File: src/rtl/core/tloc_pkg.sv
`timescale 1ns / 1ps
`default_nettype none

package tloc_pkg;

    localparam int MAX_AXES  = 7;
    localparam int CNT_W     = $clog2(MAX_AXES + 1);
    localparam int EXTENT_W  = 24;
    localparam int STRIDE_W  = 24;
    localparam int REACH_W   = 52;
    localparam int PROD_W    = STRIDE_W + EXTENT_W + 1;
    localparam int VERDICT_W = 2;

    localparam logic [VERDICT_W-1:0] VERDICT_DISJOINT = 2'd0;
    localparam logic [VERDICT_W-1:0] VERDICT_OVERLAP  = 2'd1;
    localparam logic [VERDICT_W-1:0] VERDICT_ZERO_EXT = 2'd2;
    localparam logic [VERDICT_W-1:0] VERDICT_TOO_MANY = 2'd3;

    typedef struct packed {
        logic [EXTENT_W-1:0]        extent;
        logic signed [STRIDE_W-1:0] stride;
    } axis_t;

    // Chain control, common to every cell.
    typedef struct packed {
        logic insert;
        logic pop;
    } cell_ctrl_t;

    // Reach unit control from the sequencer.
    typedef struct packed {
        logic clear;
        logic check;
        logic add;
    } scan_ctrl_t;

    // Classification of the axis at the head of the chain.
    typedef struct packed {
        logic zero;
        logic skip;
        logic fail;
    } scan_stat_t;

    // True when axis a belongs strictly after axis b in the scan order:
    // ascending by absolute stride, then signed stride, then extent.
    function automatic logic sorts_after(input axis_t a, input axis_t b);
        logic [STRIDE_W:0] abs_a;
        logic [STRIDE_W:0] abs_b;
        abs_a = a.stride[STRIDE_W-1] ? -{a.stride[STRIDE_W-1], a.stride}
                                     : {1'b0, a.stride};
        abs_b = b.stride[STRIDE_W-1] ? -{b.stride[STRIDE_W-1], b.stride}
                                     : {1'b0, b.stride};
        if (abs_a != abs_b) begin
            return abs_a > abs_b;
        end else if (a.stride != b.stride) begin
            return a.stride > b.stride;
        end else begin
            return a.extent > b.extent;
        end
    endfunction

endpackage

`default_nettype wire

File: src/rtl/core/tensor_layout_overlap_check.sv
`timescale 1ns / 1ps
`default_nettype none

// Channel  Direction  Contents
// s_axis   in         tdata[23:0] axis_extent, tdata[47:24] axis_stride, tlast last_axis
// m_axis   out        tdata[1:0] verdict (0 disjoint, 1 overlap, 2 zero extent, 3 too many)
//
// Axes are taken back to back while loading; each is sorted into a chain of cells
// on entry. After the last axis the chain drains from its head through the reach unit:
// an axis that needs a reach update passes through ST_CHECK and ST_ADD, a skipped axis
// through ST_CHECK alone, and ST_FINISH then hands over the verdict.
// Reset is synchronous and active low; it empties the chain and the output register.
// The verdict sits in an output register, so the next layout's axes are accepted
// while it waits; only a second verdict stalls until the first has been taken.

module tensor_layout_overlap_check (
    input  wire logic        aclk,
    input  wire logic        aresetn,
    input  wire logic        s_tvalid,
    output logic             s_tready,
    input  wire logic [47:0] s_tdata,   // axis_extent [23:0], axis_stride [47:24]
    input  wire logic        s_tlast,
    output logic             m_tvalid,
    input  wire logic        m_tready,
    output logic [7:0]       m_tdata    // verdict [1:0], zeros above
);
    import tloc_pkg::*;

    typedef enum logic [3:0] {
        ST_LOAD   = 4'b0001,
        ST_CHECK  = 4'b0010,
        ST_ADD    = 4'b0100,
        ST_FINISH = 4'b1000
    } state_t;

    state_t                 state_reg, state_next;
    logic [CNT_W-1:0]       count_reg, count_next;
    logic                   ovf_reg, ovf_next;
    logic [VERDICT_W-1:0]   verdict_reg, verdict_next;
    logic                   m_valid_reg, m_valid_next;
    logic [VERDICT_W-1:0]   m_data_reg, m_data_next;

    axis_t                  new_axis;
    axis_t                  cell_axis [MAX_AXES];
    logic                   cell_shift [MAX_AXES];
    logic                   cell_valid [MAX_AXES];
    cell_ctrl_t             cell_ctrl;
    scan_ctrl_t             scan_ctrl;
    scan_stat_t             scan_stat;
    logic                   in_xfer;
    logic                   has_room;
    logic                   last_in_chain;
    logic                   out_free;

    assign new_axis.extent = s_tdata[EXTENT_W-1:0];
    assign new_axis.stride = signed'(s_tdata[EXTENT_W +: STRIDE_W]);

    assign s_tready      = (state_reg == ST_LOAD);
    assign in_xfer       = s_tvalid && s_tready;
    assign has_room      = (count_reg < CNT_W'(MAX_AXES));
    assign last_in_chain = (count_reg == CNT_W'(1));
    assign out_free      = !m_valid_reg || m_tready;

    assign m_tvalid = m_valid_reg;
    assign m_tdata  = {{(8 - VERDICT_W){1'b0}}, m_data_reg};

    // The chain of cells, sorted ascending from the head at place zero.
    for (genvar i = 0; i < MAX_AXES; i++) begin : g_chain
        assign cell_valid[i] = (CNT_W'(i) < count_reg);
        if (i == 0) begin : g_head
            if (MAX_AXES > 1) begin : g_more
                tloc_cell u_cell (
                    .aclk       (aclk),
                    .ctrl       (cell_ctrl),
                    .cell_valid (cell_valid[i]),
                    .new_axis   (new_axis),
                    .left_axis  (new_axis),
                    .left_valid (1'b1),
                    .left_shift (1'b0),
                    .right_axis (cell_axis[i+1]),
                    .axis       (cell_axis[i]),
                    .shift      (cell_shift[i])
                );
            end else begin : g_single
                tloc_cell u_cell (
                    .aclk       (aclk),
                    .ctrl       (cell_ctrl),
                    .cell_valid (cell_valid[i]),
                    .new_axis   (new_axis),
                    .left_axis  (new_axis),
                    .left_valid (1'b1),
                    .left_shift (1'b0),
                    .right_axis (new_axis),
                    .axis       (cell_axis[i]),
                    .shift      (cell_shift[i])
                );
            end
        end else if (i == MAX_AXES - 1) begin : g_tail
            tloc_cell u_cell (
                .aclk       (aclk),
                .ctrl       (cell_ctrl),
                .cell_valid (cell_valid[i]),
                .new_axis   (new_axis),
                .left_axis  (cell_axis[i-1]),
                .left_valid (cell_valid[i-1]),
                .left_shift (cell_shift[i-1]),
                .right_axis (new_axis),
                .axis       (cell_axis[i]),
                .shift      (cell_shift[i])
            );
        end else begin : g_mid
            tloc_cell u_cell (
                .aclk       (aclk),
                .ctrl       (cell_ctrl),
                .cell_valid (cell_valid[i]),
                .new_axis   (new_axis),
                .left_axis  (cell_axis[i-1]),
                .left_valid (cell_valid[i-1]),
                .left_shift (cell_shift[i-1]),
                .right_axis (cell_axis[i+1]),
                .axis       (cell_axis[i]),
                .shift      (cell_shift[i])
            );
        end
    end

    tloc_scan u_scan (
        .aclk    (aclk),
        .aresetn (aresetn),
        .ctrl    (scan_ctrl),
        .head    (cell_axis[0]),
        .stat    (scan_stat)
    );

    // Sequencer: load axes, then drain the chain through the reach unit.
    always_comb begin
        state_next   = state_reg;
        count_next   = count_reg;
        ovf_next     = ovf_reg;
        verdict_next = verdict_reg;
        m_valid_next = m_valid_reg;
        m_data_next  = m_data_reg;
        cell_ctrl    = '0;
        scan_ctrl    = '0;

        if (m_valid_reg && m_tready) begin
            m_valid_next = 1'b0;
        end

        unique case (state_reg)
            ST_LOAD: begin
                if (in_xfer) begin
                    if (has_room) begin
                        cell_ctrl.insert = 1'b1;
                        count_next       = count_reg + CNT_W'(1);
                    end else begin
                        ovf_next = 1'b1;
                    end
                    if (s_tlast) begin
                        scan_ctrl.clear = 1'b1;
                        if (ovf_reg || !has_room) begin
                            verdict_next = VERDICT_TOO_MANY;
                            state_next   = ST_FINISH;
                        end else begin
                            state_next = ST_CHECK;
                        end
                    end
                end
            end
            ST_CHECK: begin
                if (scan_stat.zero) begin
                    verdict_next = VERDICT_ZERO_EXT;
                    state_next   = ST_FINISH;
                end else if (scan_stat.skip) begin
                    cell_ctrl.pop = 1'b1;
                    count_next    = count_reg - CNT_W'(1);
                    if (last_in_chain) begin
                        verdict_next = VERDICT_DISJOINT;
                        state_next   = ST_FINISH;
                    end
                end else if (scan_stat.fail) begin
                    verdict_next = VERDICT_OVERLAP;
                    state_next   = ST_FINISH;
                end else begin
                    scan_ctrl.check = 1'b1;
                    state_next      = ST_ADD;
                end
            end
            ST_ADD: begin
                scan_ctrl.add = 1'b1;
                cell_ctrl.pop = 1'b1;
                count_next    = count_reg - CNT_W'(1);
                if (last_in_chain) begin
                    verdict_next = VERDICT_DISJOINT;
                    state_next   = ST_FINISH;
                end else begin
                    state_next = ST_CHECK;
                end
            end
            ST_FINISH: begin
                if (out_free) begin
                    m_valid_next = 1'b1;
                    m_data_next  = verdict_reg;
                    count_next   = '0;
                    ovf_next     = 1'b0;
                    state_next   = ST_LOAD;
                end
            end
            default: begin
                state_next = ST_LOAD;
            end
        endcase
    end

    always_ff @(posedge aclk) begin
        if (!aresetn) begin
            state_reg   <= ST_LOAD;
            count_reg   <= '0;
            ovf_reg     <= 1'b0;
            m_valid_reg <= 1'b0;
        end else begin
            state_reg   <= state_next;
            count_reg   <= count_next;
            ovf_reg     <= ovf_next;
            m_valid_reg <= m_valid_next;
        end
    end

    always_ff @(posedge aclk) begin
        verdict_reg <= verdict_next;
        m_data_reg  <= m_data_next;
    end

    // The fill count never passes the length of the chain.
    assert property (@(posedge aclk) disable iff (!aresetn)
        count_reg <= CNT_W'(MAX_AXES))
        else $error("axis count beyond chain length");

    // The chain is never empty while the head is being judged.
    assert property (@(posedge aclk) disable iff (!aresetn)
        (state_reg == ST_CHECK || state_reg == ST_ADD) |-> (count_reg != '0))
        else $error("scan of an empty chain");

    // A reach update always follows a passing check.
    assert property (@(posedge aclk) disable iff (!aresetn)
        (state_reg == ST_ADD) |-> $past(state_reg == ST_CHECK))
        else $error("reach update without check");

    // A verdict leaving the sequencer is presented on the next cycle.
    assert property (@(posedge aclk) disable iff (!aresetn)
        (state_reg == ST_FINISH && out_free) |=>
            (m_valid_reg && state_reg == ST_LOAD && count_reg == '0))
        else $error("verdict hand-over lost");

endmodule

`default_nettype wire

File: src/rtl/core/tloc_cell.sv
`timescale 1ns / 1ps
`default_nettype none

// One place of the sorted axis chain. On insert it either keeps its axis,
// takes the new axis, or takes its left neighbour's axis; on pop it takes
// the right neighbour's axis so the chain drains towards the head.
module tloc_cell (
    input  wire logic               aclk,
    input  wire tloc_pkg::cell_ctrl_t ctrl,
    input  wire logic               cell_valid,
    input  wire tloc_pkg::axis_t    new_axis,
    input  wire tloc_pkg::axis_t    left_axis,
    input  wire logic               left_valid,
    input  wire logic               left_shift,
    input  wire tloc_pkg::axis_t    right_axis,
    output tloc_pkg::axis_t         axis,
    output logic                    shift
);
    import tloc_pkg::*;

    axis_t axis_reg;
    axis_t axis_next;
    logic  take;

    assign axis  = axis_reg;
    assign shift = cell_valid && sorts_after(axis_reg, new_axis);
    assign take  = (!cell_valid || shift) && left_valid && !left_shift;

    always_comb begin
        axis_next = axis_reg;
        if (ctrl.pop) begin
            axis_next = right_axis;
        end else if (ctrl.insert) begin
            if (left_shift) begin
                axis_next = left_axis;
            end else if (take) begin
                axis_next = new_axis;
            end
        end
    end

    always_ff @(posedge aclk) begin
        axis_reg <= axis_next;
    end

endmodule

`default_nettype wire

File: src/rtl/core/tloc_scan.sv
`timescale 1ns / 1ps
`default_nettype none

// Reach unit: classifies the head axis against the current reaches and
// grows the reach on the stride's side by stride * (extent - 1).
module tloc_scan (
    input  wire logic               aclk,
    input  wire logic               aresetn,
    input  wire tloc_pkg::scan_ctrl_t ctrl,
    input  wire tloc_pkg::axis_t    head,
    output tloc_pkg::scan_stat_t    stat
);
    import tloc_pkg::*;

    logic signed [REACH_W-1:0] pos_reach_reg, pos_reach_next;
    logic signed [REACH_W-1:0] neg_reach_reg, neg_reach_next;
    logic signed [PROD_W-1:0]  prod_reg;
    logic signed [REACH_W-1:0] stride_ext;
    logic signed [EXTENT_W:0]  span;
    logic                      positive;

    assign stride_ext = REACH_W'(head.stride);
    assign span       = signed'({1'b0, head.extent - EXTENT_W'(1)});
    assign positive   = (head.stride > 0);

    assign stat.zero = (head.extent == '0);
    assign stat.skip = (head.extent == EXTENT_W'(1));
    assign stat.fail = positive ? (stride_ext <= pos_reach_reg)
                                : (neg_reach_reg <= stride_ext);

    always_comb begin
        pos_reach_next = pos_reach_reg;
        neg_reach_next = neg_reach_reg;
        if (ctrl.clear) begin
            pos_reach_next = '0;
            neg_reach_next = '0;
        end else if (ctrl.add) begin
            if (positive) begin
                pos_reach_next = pos_reach_reg + REACH_W'(prod_reg);
            end else begin
                neg_reach_next = neg_reach_reg + REACH_W'(prod_reg);
            end
        end
    end

    always_ff @(posedge aclk) begin
        if (!aresetn) begin
            pos_reach_reg <= '0;
            neg_reach_reg <= '0;
        end else begin
            pos_reach_reg <= pos_reach_next;
            neg_reach_reg <= neg_reach_next;
        end
    end

    // Both factors are widened to the full product width first.
    always_ff @(posedge aclk) begin
        if (ctrl.check) begin
            prod_reg <= PROD_W'(head.stride) * PROD_W'(span);
        end
    end

endmodule

`default_nettype wire

File: config.mk
export PLATFORM = sky130hd
export DESIGN_NAME = tensor_layout_overlap_check
export DESIGN_NICKNAME = d
export VERILOG_FILES = /design/src/rtl/core/tloc_pkg.sv /design/src/rtl/core/tensor_layout_overlap_check.sv /design/src/rtl/core/tloc_cell.sv /design/src/rtl/core/tloc_scan.sv
export SDC_FILE = /design/constraint.sdc
export NUM_CORES = 2
export LEC_CHECK = 0
export BUFFER_PORTS_ARGS = -buffer_cell sky130_fd_sc_hd__buf_4
export CORE_MARGIN = 5
export CORE_UTILIZATION = 45
export CTS_BUF_LIST = sky130_fd_sc_hd__clkbuf_8
export CTS_CLUSTER_SIZE = 40
export DETAILED_ROUTE_END_ITERATION = 10
export GPL_TIMING_DRIVEN = 0
export SLEW_MARGIN = 20
export SYNTH_ARGS = -nofsm -noshare
export SYNTH_HDL_FRONTEND = slang
export SYNTH_SLANG_ARGS = --single-unit
File: constraint.sdc
create_clock -name aclk -period 15.4 [get_ports aclk]
set_clock_uncertainty 0.05 [all_clocks]
set_input_delay 0 -clock aclk [delete_from_list [all_inputs] [get_ports aclk]]
set_output_delay 0 -clock aclk [all_outputs]
set_load 0.03 [all_outputs]
=== Word-level counts from Yosys, hierarchy flattened ===
Cells that the tools add are included.

* Word-level logic and storage cells: 268
* Bits in registers: 502
* Output and inout bits: 10

* $add $sub $neg: 13
* Multiplexer cells: 95
* Eq/ne operators: 30
* Reduce and logical (&&, ||, !) cells: 72
* Multiply operators: 1
* Bitwise logic cells: 2
* Magnitude comparators: 32

{| class="wikitable"
|+ Operators by type and width
! cell !! number
|-
| 48-bit 2-to-1 mux || 27
|-
| 24-bit greater-than comparator || 14
|-
| 25-bit 2-to-1 mux || 8
|-
| 25-bit negator || 8
|-
| 25-bit greater-than comparator || 7
|-
| 25-bit != test || 7
|-
| 24-bit != test || 7
|-
| 52-bit by 49-bit adder with 52-bit output || 2
|-
| 24-bit by 52-bit less-or-equal comparator with 1-bit output || 1
|-
| 52-bit by 24-bit less-or-equal comparator with 1-bit output || 1
|-
| 24-bit by 25-bit multiplier with 49-bit output || 1
|-
| 4-bit 2-to-1 mux || 9
|-
| 1-bit 2-to-1 mux || 34
|-
| 24-bit by 1-bit equality test with 1-bit output (second input constant) || 1
|-
| 24-bit by 1-bit greater-than comparator with 1-bit output (second input constant) || 1
|-
| 24-bit zero test || 1
|-
| 24-bit by 1-bit subtractor with 24-bit output (second input constant) || 1
|-
| 1-bit logical AND || 21
|-
| 3-bit nonzero test || 7
|-
| 2-bit AND reduction || 10
|-
| 4-bit one-hot mux with 4 select lines || 1
|-
| 1-bit zero test || 15
|-
| 3-bit 2-to-1 mux || 5
|-
| 2-bit 2-to-1 mux || 7
|-
| other kinds (25) || 49
|}

=== Logic depth before layout (Yosys ltp) ===
* Word-level depth: 12
* Mapped depth: 35

=== Cells and area by module ===
Synthesis repeated with hierarchy kept, for this count alone.

* Cell total of the unflattened synthesis: 8013
* Area total of the unflattened synthesis: 69255.2 um^2

{| class="wikitable"
|+ Modules (own cells, without submodules)
! module !! seq. area each (um^2) !! area each (um^2) !! instances !! cells an instance
|-
| tloc_cell || 1441.4 || 5101.1 || 7 || 575
|-
| tloc_scan || 3553.4 || 32521.2 || 1 || 3874
|-
| tensor_layout_overlap_check || 300.3 || 1026.0 || 1 || 114
|}

=== Worst setup path after synthesis ===
OpenSTA, ideal clock, no wires.

* Kind: register to register
* Start point: register g_chain[0].g_head.g_more.u_cell.axis_reg, in the netlist g_chain[0].g_head.g_more.u_cell.axis[23]
* End point: register u_scan.prod_reg[47], data pin
* Required time: 15.092 ns
* Period minus slack after synthesis: 8.815 ns
* Arrival time: 8.507 ns
* Stages on the path, launching flop included: 26
* Slack: 6.585 ns
* Buffers on the path: 2
* Cell sequence: edfxtp_1 -> inv_1 -> clkbuf_1 -> clkbuf_1 -> nor2_1 -> fa_1 -> fa_1 -> fa_1 -> fa_1 -> fa_1 -> fa_1 -> inv_1 -> fa_1 -> inv_1 -> ha_1 -> a21oi_1 -> o21ai_0 -> a311oi_1 -> nand4_1 -> and3_1 -> a32o_1 -> a41o_1 -> o31a_1 -> o21a_1 -> nor2_1 -> xnor2_1

* Longest elaborated chain between the ends: 1

{| class="wikitable"
|+ RTL lines
! element !! RTL line !! RTL
|-
| start, declared || tloc_cell.sv:21 || <nowiki>axis_t axis_reg;</nowiki>
|-
| start signal, assigned || tloc_cell.sv:43 || <nowiki>axis_reg <= axis_next;</nowiki>
|-
| 24-bit by 25-bit multiplier with 49-bit output || tloc_scan.sv:59 || <nowiki>prod_reg <= PROD_W'(head.stride) * PROD_W'(span);</nowiki>
|-
| end signal, assigned || tloc_scan.sv:59 ||
|-
| end, declared || tloc_scan.sv:17 || <nowiki>logic signed [PROD_W-1:0] prod_reg;</nowiki>
|}

Every way passes these cells.
A chain may end at the register's enable or synchronous reset.

=== Worst setup path after layout ===
* Start point: register g_chain[0].g_head.g_more.u_cell.axis_reg, in the netlist g_chain[0].g_head.g_more.u_cell.axis[24]
* End point: register u_scan.prod_reg[47], data pin

* Longest elaborated chain between the ends: 2

{| class="wikitable"
|+ RTL lines
! element !! RTL line !! RTL
|-
| 24-bit by 1-bit subtractor with 24-bit output || tloc_scan.sv:23 || <nowiki>assign span = signed'({1'b0, head.extent - EXTENT_W'(1)});</nowiki>
|-
| 24-bit by 25-bit multiplier with 49-bit output || tloc_scan.sv:59 ||
|}

Every way passes these cells.

==> flow_summary.ini <==
[yosys]
synthMostInstantiatedCell = nand2_1
synth_area_leaders = edfxtp_1 (19%), ha_1 (17%), fa_1 (16%)
ys_ff_latch = 502
synth_xor_area_share_pct = 4.23
synth-edff-count = 389
synth_top_area_cell = edfxtp_1
synth_adder_area_share_pct = 32.9
ys.warnings.count = 0
synthMuxAreaShare_pct = 4.90
synthTopCellsByCount = nand2_1 (875), ha_1 (852), inv_1 (714)
synth-simple-area-share_pct = 14.5
syn-cell-area_um2 = 61800
syn_inst = 6900
yosysTopAreaCellShare_pct = 18.9
synth_compound_area_share_pct = 14.5
postSynthAreaPerCell_um2 = 8.95
yosysSeqAreaShare_pct = 22.6
ys_async_sr_fraction_pct = 0
synth_top_family_by_area = adder cells
synth-main-ff-cell = edfxtp_1
synth_cell_types = 81

[global_route]
grt-ovfl-total = 0
antenna_found_initial = 6
grt_first_pass_wirelength_um = 332000
grt_usage_pct = 30.0
grt_pass1_vias = 53056
grt_max_degree = 51

[sta]
setup_viol = 0
tightest_slew_ps = 1300
period_needed_ps = 11110
tns_ps = 0
rsz0062_at_grt = false
fmax_mhz = 90.0
hold_viol_final = 0
slew_violations = 0
period_share_pct = 72.2
slew_headroom_pct = 13.4

[floorplanning]
fp-row-count = 136
ios = 63
die-area_um2 = 145000
die_w_um = 380
die_h_um = 380
coreArea_um2 = 137000
start_util_pct = 45.1

[critical_path]
critPathSlowestCell = xor2_1
critPathRequiredTime_ps = 15950
timing.rr.end = u_scan.prod_reg[47]
arrival_ps = 11660
cp_max_fo = 10
cpPeakStageDelay_ps = 960
reg2reg_depth = 30
cp_common_cell = fa_1
rrSetupSlack_ps = 4290
endpoint = u_scan.prod_reg[47]
crit_start = g_chain[0].g_head.g_more.u_cell.axis[24]
r2r_start = g_chain[0].g_head.g_more.u_cell.axis[24]
cp-start-kind = flop
cp-end-kind = flop
criticalPathCategory = flop to flop

[layout]
drive_gt1_share_pct = 4.45
syn_to_final_growth_pct = 9.59
largest_register_ffs = 240
fillers = 13177
final_nets = 8547

[clock_network]
cts.sinks = 502
clk_latency_ps = 890
cts_buffer_depth = 3
cts_inserted_buffers = 99
cts_setup_buffers = 0
cts_tree = done
cts.clk_slew.worst_paths_ps = 70
htreeDepth = 3
root_buffer = clkbuf_8

[drt]
firstDrtPassIters = 6
vias = 53020
wl_um = 222000
ant_nets = 0
detail_route.wl_per_cell_um = 24.6
drc = 0
drt-initial-drc-count = 4653
vias_per_cell = 5.87

[status]
status = finished clean

[placed_design]
place_congestion = 1.02
portBuffers = 38
place_hpwl_um = 180000

[worst_hold_path]
hold_path.class = input port to flop

[job]
maxCapViolCount = 0
-- final cells by class --
class	instances	area [µm²]	area share (%)
multi-input combinational	5389	44300	65.4
sequential	502	13900	20.6
inverter	718	2700	3.98
tap	1794	2240	3.32
timing repair buffer	141	1440	2.12
clock buffer	104	1430	2.11
buffer	307	1200	1.77
clock inverter	75	467	0.689
antenna	8	20.0	0.0296
-- layout by cell type (no fill, tap or decap), types with 47 or more instances in the layout --
| cell | count |
|---|---|
| nand2_1 | 872 |
| ha_1 | 852 |
| inv_1 | 738 |
| o21ai_0 | 505 |
| fa_1 | 484 |
| nor2_1 | 463 |
| edfxtp_1 | 389 |
| a21oi_1 | 349 |
| clkbuf_1 | 266 |
| mux2i_1 | 247 |
| xnor2_1 | 212 |
| a21o_1 | 204 |
| nand4_1 | 118 |
| dfxtp_1 | 113 |
| clkbuf_8 | 104 |
| nand3_1 | 99 |
| dlygate4sd3_1 | 86 |
| o21a_1 | 68 |
| xor2_1 | 65 |
| nor3_1 | 65 |
| nor2b_1 | 63 |
| o31ai_1 | 57 |
| and2_1 | 54 |
| nand2b_1 | 49 |
| mux2_2 | 49 |
| a211oi_1 | 47 |
-- what timing repair did --
action,CTS,global route
gates resized for setup,0,0
hold endpoints to repair,330,0
hold buffers,86,0
-- per-stage QoR --
step                      util (%)  hold WS (ps)  cell area, µm²  std cells  worst slack [ps]
after floorplan                  -           137           61800       6916              6590
after global placement        47.0           342           64400       8748              3540
after detailed placement      47.4           350           64900       8765              4480
after CTS                     49.4         0.506           67600       9030              4430
after global routing          49.4          64.9           67700       9035              3980
final                         49.4          69.5           67700       9038              4290
-- critical path: cells and delay by family, from the launching register on --
| family | cells | cell delay, ps |
|---|---|---|
| adders and majority gates | 8 | 4010 |
| buffers and inverters | 6 | 1130 |
| xor gates and xnor gates | 2 | 1050 |
| AOI/OAI and AO/OA | 7 | 1780 |
| DFF | 1 | 390 |
| and+or+nand+nor | 7 | 2440 |
-- logic make-up (layout without fill, tap and decap cells) --
family	after synthesis	after routing
AND/OR/NAND/NOR	1977	1977
buffers and inverters	1025	1345
multiplexers	296	296
AO/OA/AOI/OAI	1464	1464
adder cells (fa/ha/maj)	1336	1336
XOR/XNOR	298	298
flip-flops	502	502
other	2	26
-- layer usage --
metal	track usage (%)	wire length [µm]
met5	0	0
met4	14.4	13000
met3	5.57	17000
met2	48.5	99600
met1	38.9	92300
-- worst min path at each step --
stage / start / end / slack [ps] / cells after the start
CTS: s_tdata[5] / g_chain[4].g_mid.u_cell.axis[29] / 0.5 / 4
finish: s_tdata[9] / g_chain[4].g_mid.u_cell.axis[33] / 70 / 4
floorplan: s_tdata[0] / g_chain[0].g_head.g_more.u_cell.axis[24] / 140 / 2
detailed placement: s_tdata[10] / g_chain[6].g_tail.u_cell.axis[34] / 350 / 2
global placement: s_tdata[18] / g_chain[6].g_tail.u_cell.axis[42] / 340 / 2
global route: s_tdata[16] / g_chain[5].g_mid.u_cell.axis[40] / 60 / 4
Power is not shown: default switching activity piles up to over one toggle a cycle in this logic, so the estimate is an artifact.
